[config.mk]
export PLATFORM = sky130hd
export DESIGN_NAME = cbf_ctrl
export DESIGN_NICKNAME = d
export VERILOG_FILES = /design/src/rtl/cbf_pkg.sv /design/src/rtl/cbf_ctrl.sv
export SDC_FILE = /design/constraint.sdc
export NUM_CORES = 1
export LEC_CHECK = 0
export ABC_CLOCK_PERIOD_IN_PS = 2000
export BUFFER_PORTS_ARGS = -buffer_cell sky130_fd_sc_hd__buf_2
export CORE_AREA = 3 3 40 42
export CTS_CLUSTER_SIZE = 30
export DETAILED_ROUTE_END_ITERATION = 12
export DIE_AREA = 0 0 43 45
export GPL_TIMING_DRIVEN = 0
export PLACE_DENSITY = 0.7
export SKIP_CTS_REPAIR_TIMING = 1
export SLEW_MARGIN = 20
export SYNTH_ARGS = -nofsm -noshare
export SYNTH_HDL_FRONTEND = slang
export SYNTH_SLANG_ARGS = --single-unit
[constraint.sdc]
create_clock -name clk -period 2 [get_ports clk]
set_input_delay 0.2 -clock clk [delete_from_list [all_inputs] [get_ports clk]]
set_output_delay 0.2 -clock clk [all_outputs]
set_load 0.01 [all_outputs]
[src/rtl/cbf_pkg.sv]
// shared types and constants for the cubic bezier flattener
`timescale 1ns / 1ps
package cbf_pkg;

    localparam int IN_W       = 16;
    localparam int COORD_W    = 35;
    localparam int FRAC_SHIFT = 18;
    localparam int DIFF_W     = COORD_W + 1;
    localparam int MB_W       = 19;
    localparam int MPROD_W    = DIFF_W + MB_W;
    localparam int PROD_W     = 73;
    localparam int SUM_W      = 75;
    localparam int THR_W      = 32;
    localparam int LIM_SHIFT  = 36;
    localparam int LEVEL_W    = 3;
    localparam int NUM_PTS    = 8;
    localparam int STEP_W     = 4;
    localparam int CNT_W      = 5;
    localparam int MUL_STEPS  = 16;
    localparam int EVAL_LAST  = 17;

    localparam logic [THR_W-1:0] THR_RESET = 32'd1024;
    localparam int MAX_DEPTH_DEF = 6;

    typedef logic signed [COORD_W-1:0] coord_t;

    typedef enum logic [2:0] {
        ST_IDLE,
        ST_EVAL,
        ST_DECIDE,
        ST_LOAD
    } state_t;

    // controller to datapath
    typedef struct packed {
        logic              load_in;
        logic              clear_sum;
        logic              mul_en;
        logic [STEP_W-1:0] mul_step;
        logic              emit;
        logic              split;
        logic              pop;
        logic              load_pop;
    } cmd_t;

    // datapath to controller
    typedef struct packed {
        logic flat;
        logic at_limit;
        logic top_zero;
    } status_t;

endpackage

[src/rtl/cbf_ctrl.sv]
// controller sequencing flatness test, emit, split and pop
`timescale 1ns / 1ps
module cbf_ctrl (
    input  logic             clk,
    input  logic             rst_n,
    input  logic             start,
    output logic             busy,
    input  cbf_pkg::status_t status,
    output cbf_pkg::cmd_t    cmd
);
    import cbf_pkg::*;

    state_t           state_reg, state_next;
    logic [CNT_W-1:0] cnt_reg, cnt_next;

    // state and cycle counter
    always_ff @(posedge clk or negedge rst_n)
    begin
        if (!rst_n)
        begin
            state_reg <= ST_IDLE;
            cnt_reg   <= '0;
        end
        else
        begin
            state_reg <= state_next;
            cnt_reg   <= cnt_next;
        end
    end

    assign busy = (state_reg != ST_IDLE);

    // next state and commands
    always_comb
    begin
        state_next   = state_reg;
        cnt_next     = cnt_reg;
        cmd          = '0;
        cmd.mul_step = cnt_reg[STEP_W-1:0];
        unique case (state_reg)
            ST_IDLE:
            begin
                if (start)
                begin
                    cmd.load_in = 1'b1;
                    cnt_next    = '0;
                    state_next  = ST_EVAL;
                end
            end
            ST_EVAL:
            begin
                cmd.clear_sum = (cnt_reg == '0);
                cmd.mul_en    = (cnt_reg < CNT_W'(MUL_STEPS));
                if (cnt_reg == CNT_W'(EVAL_LAST))
                begin
                    state_next = ST_DECIDE;
                end
                else
                begin
                    cnt_next = cnt_reg + 1'b1;
                end
            end
            ST_DECIDE:
            begin
                cnt_next = '0;
                if (status.flat || status.at_limit)
                begin
                    cmd.emit = 1'b1;
                    if (status.top_zero)
                    begin
                        state_next = ST_IDLE;
                    end
                    else
                    begin
                        cmd.pop    = 1'b1;
                        state_next = ST_LOAD;
                    end
                end
                else
                begin
                    cmd.split  = 1'b1;
                    state_next = ST_EVAL;
                end
            end
            ST_LOAD:
            begin
                cmd.load_pop = 1'b1;
                cnt_next     = '0;
                state_next   = ST_EVAL;
            end
            default:
            begin
                state_next = ST_IDLE;
            end
        endcase
    end

endmodule

==> impl_metrics.yaml <==
run_status:
  status: "finished, final reports clean"
global_routing:
  grt_remaining_overflow: 0
  grtUsageTotal: 0.135
  grt_pass1_vias: 457
  antenna_found_initial: 0
  grt_pass1_wl_um: 1950
  grt_max_degree: 11
worst_setup_path:
  crit_family: "flip-flops"
  crit_path_max_incr_delay_ns: 0.41
  crit_path_cell_trace: "inv_1, ha_1, inv_2, nor2_1, and3_1, buf_2"
  path_class: "flip-flop to output pin"
  crit_buf_inv: 3
  cp_max_fo: 7
  worst_ep_required_time_ns: 1.80
  cp-end-kind: "output pin"
  arrival_ns: 1.61
  slowest_stage: "dfrtp_1"
  crit_path_start_kind: "flip-flop"
sta:
  period_minus_slack_ns: 1.81
  finalSetupViolCount: 0
  hold_viol: 0
  finalCritPeriodShare: 0.905
  drv_slew: 0
  relSlewSlack: 0.781
  fmax_mhz: 552
  tightest_slew_ns: 0.329
  holdWs_ns: 0.315
  fin_skew_ns: 0.000641
  finalSetupTns_ns: 0
  rsz0062_at_grt: "false"
power:
  power.leakage_nw: 0.410
  cellPowerDensity_mw_per_mm2: 1220
  ir_drop_mv: 0.743
  p_total_mw: 0.880
logic_synthesis:
  synth_nets: 78
  synth_area_sq_um: 581
  synth_top_family_by_area: "simple AND/OR/NAND/NOR gates"
  yosysMostFrequentCell: "ha_1"
  synth_area_leaders: "dfrtp_1 (30%), ha_1 (17%), buf_4 (5.2%)"
  synth.area.mux_share: 0.0259
  synth-compound-area-share: 0.151
  yosys.area_share.xor_xnor: 0
  yosysWarnings: 0
  ys_types: 29
  yosys.area_share.simple: 0.226
  avgSynthCellArea_sq_um: 9.07
  synth_cells: 64
  synth_ff_type: "dfrtp_1"
  ys_seq_area_frac: 0.302
  synthAdderAreaFrac: 0.172
  synth.cells.most_frequent: "ha_1 (8), dfrtp_1 (7), inv_1 (7), nor2_1 (7), buf_4 (4)"
  async_flop_share: 1.00
  ys_ff_latch: 7
  yosysTopAreaCellShare: 0.302
  synth_edf_count: 0
  synth_top_area_cell: "dfrtp_1"
layout:
  design_area_sq_um: 721
  diodes: 0
  final_nets: 101
  areaGrowthSynthToFinish_pct: 24.1
  largest_reg_flops: 5
  drive_gt1_frac: 0.384
  nFillCells: 121
floorplanning:
  die_h_um: 45
  io_pins: 18
  die_x_um: 43
  dieArea_sq_mm: 0.00194
  row_count: 13
  core_sq_mm: 0.00128
  start_util: 0.452
placement:
  place_congestion: 0.807
  io_buffer_count: 17
  placed_area_sq_um: 684
  place_hpwl_um: 861
min_path:
  hp-class: "input port to asynchronous set/reset pin"
cts:
  cts_tree: "built"
  clock_latency_ns: 0.25
  cts_buffers: 3
  cts_max_level: 1
  clkTransAtPathRegs_ns: 0.05
  clock_path_buffers: 2
  clock-root-buffer: "clkbuf_4"
  clock-sinks: 7
route:
  vias_per_cell: 4.94
  ant_nets: 0
  wl_per_cell_um: 10.8
  dr.first_iter.drc_count: 13
  num_vias: 499
  drc_errors: 0
  drtPass1Iterations: 4
  drt_wl_total_um: 1100
flow_run:
  maxCapViolCount: 0
==> final timing paths <==
kind | slack (ns) | end | cells after the start | from
max | 0.19 | cmd[9] | 6 | state_reg[1]$_DFFE_PN0P_
min | 0.31 | cnt_reg[3]$_DFFE_PN0P_ | 2 | rst_n
max reg2reg | 0.41 | state_reg[0]$_DFFE_PN0P_ | 5 | state_reg[0]$_DFFE_PN0P_
min reg2reg | 0.56 | state_reg[1]$_DFFE_PN0P_ | 1 | state_reg[1]$_DFFE_PN0P_
max in group asynchronous | 1.53 | cnt_reg[1]$_DFFE_PN0P_ | 2 | rst_n
min in group clk | 0.36 | cnt_reg[1]$_DFFE_PN0P_ | 5 | start
==> cell type report <==
class | instances | area (sq um) | area share
repair buffers | 18 | 95.1 | 0.132
flip-flops and latches | 7 | 175 | 0.243
plain buffers | 5 | 41.3 | 0.0573
inverters | 8 | 30.0 | 0.0417
multi-input cells | 44 | 334 | 0.464
well taps | 15 | 18.8 | 0.0260
clock buffers | 4 | 26.3 | 0.0365
==> per-layer routing <==
metal / wire length (um) / GRT usage
met1: 503 / 0.163
met2: 508 / 0.222
met3: 60 / 0.0239
met4: 23 / 0.0904
met5: 0 / 0
==> power by group <==
group / switching [mW] / total (mW) / internal, mW / leakage [nW]
sequential: 0.0459 / 0.225 / 0.179 / 0.0933
combinational: 0.268 / 0.524 / 0.256 / 0.302
clock: 0.0542 / 0.130 / 0.0763 / 0.0150
==> stage by stage <==
step | std cells | util | worst slack, ns
6_report | 101 | 0.561 | 0.190
4_1_cts | 100 | 0.553 | 0.171
2_1_floorplan | 64 | - | 0.533
3_3_place_gp | 96 | 0.533 | 0.440
3_5_place_dp | 96 | 0.533 | 0.411
5_1_grt | 101 | 0.561 | 0.0687
==> logic make-up (layout without fill, tap and decap cells) <==
kind of cell | Yosys count | count (layout)
AOI/OAI and AO/OA | 11 | 11
adders and majority gates | 8 | 8
buffers and inverters | 13 | 35
DFF | 7 | 7
muxes | 1 | 1
and+or+nand+nor | 24 | 24
==> layout by cell type, fill, tap and decap left out, types with 2 or more instances in the layout <==
| cell type | instances |
|---|---|
| buf_2 | 17 |
| ha_1 | 8 |
| inv_1 | 7 |
| nor2_1 | 7 |
| dfrtp_1 | 7 |
| buf_4 | 4 |
| nand2_1 | 3 |
| nor3_1 | 3 |
| clkbuf_4 | 3 |
| and2_1 | 2 |
| nand3_1 | 2 |
| nor2_2 | 2 |
Power figures use the tool's default switching activity.
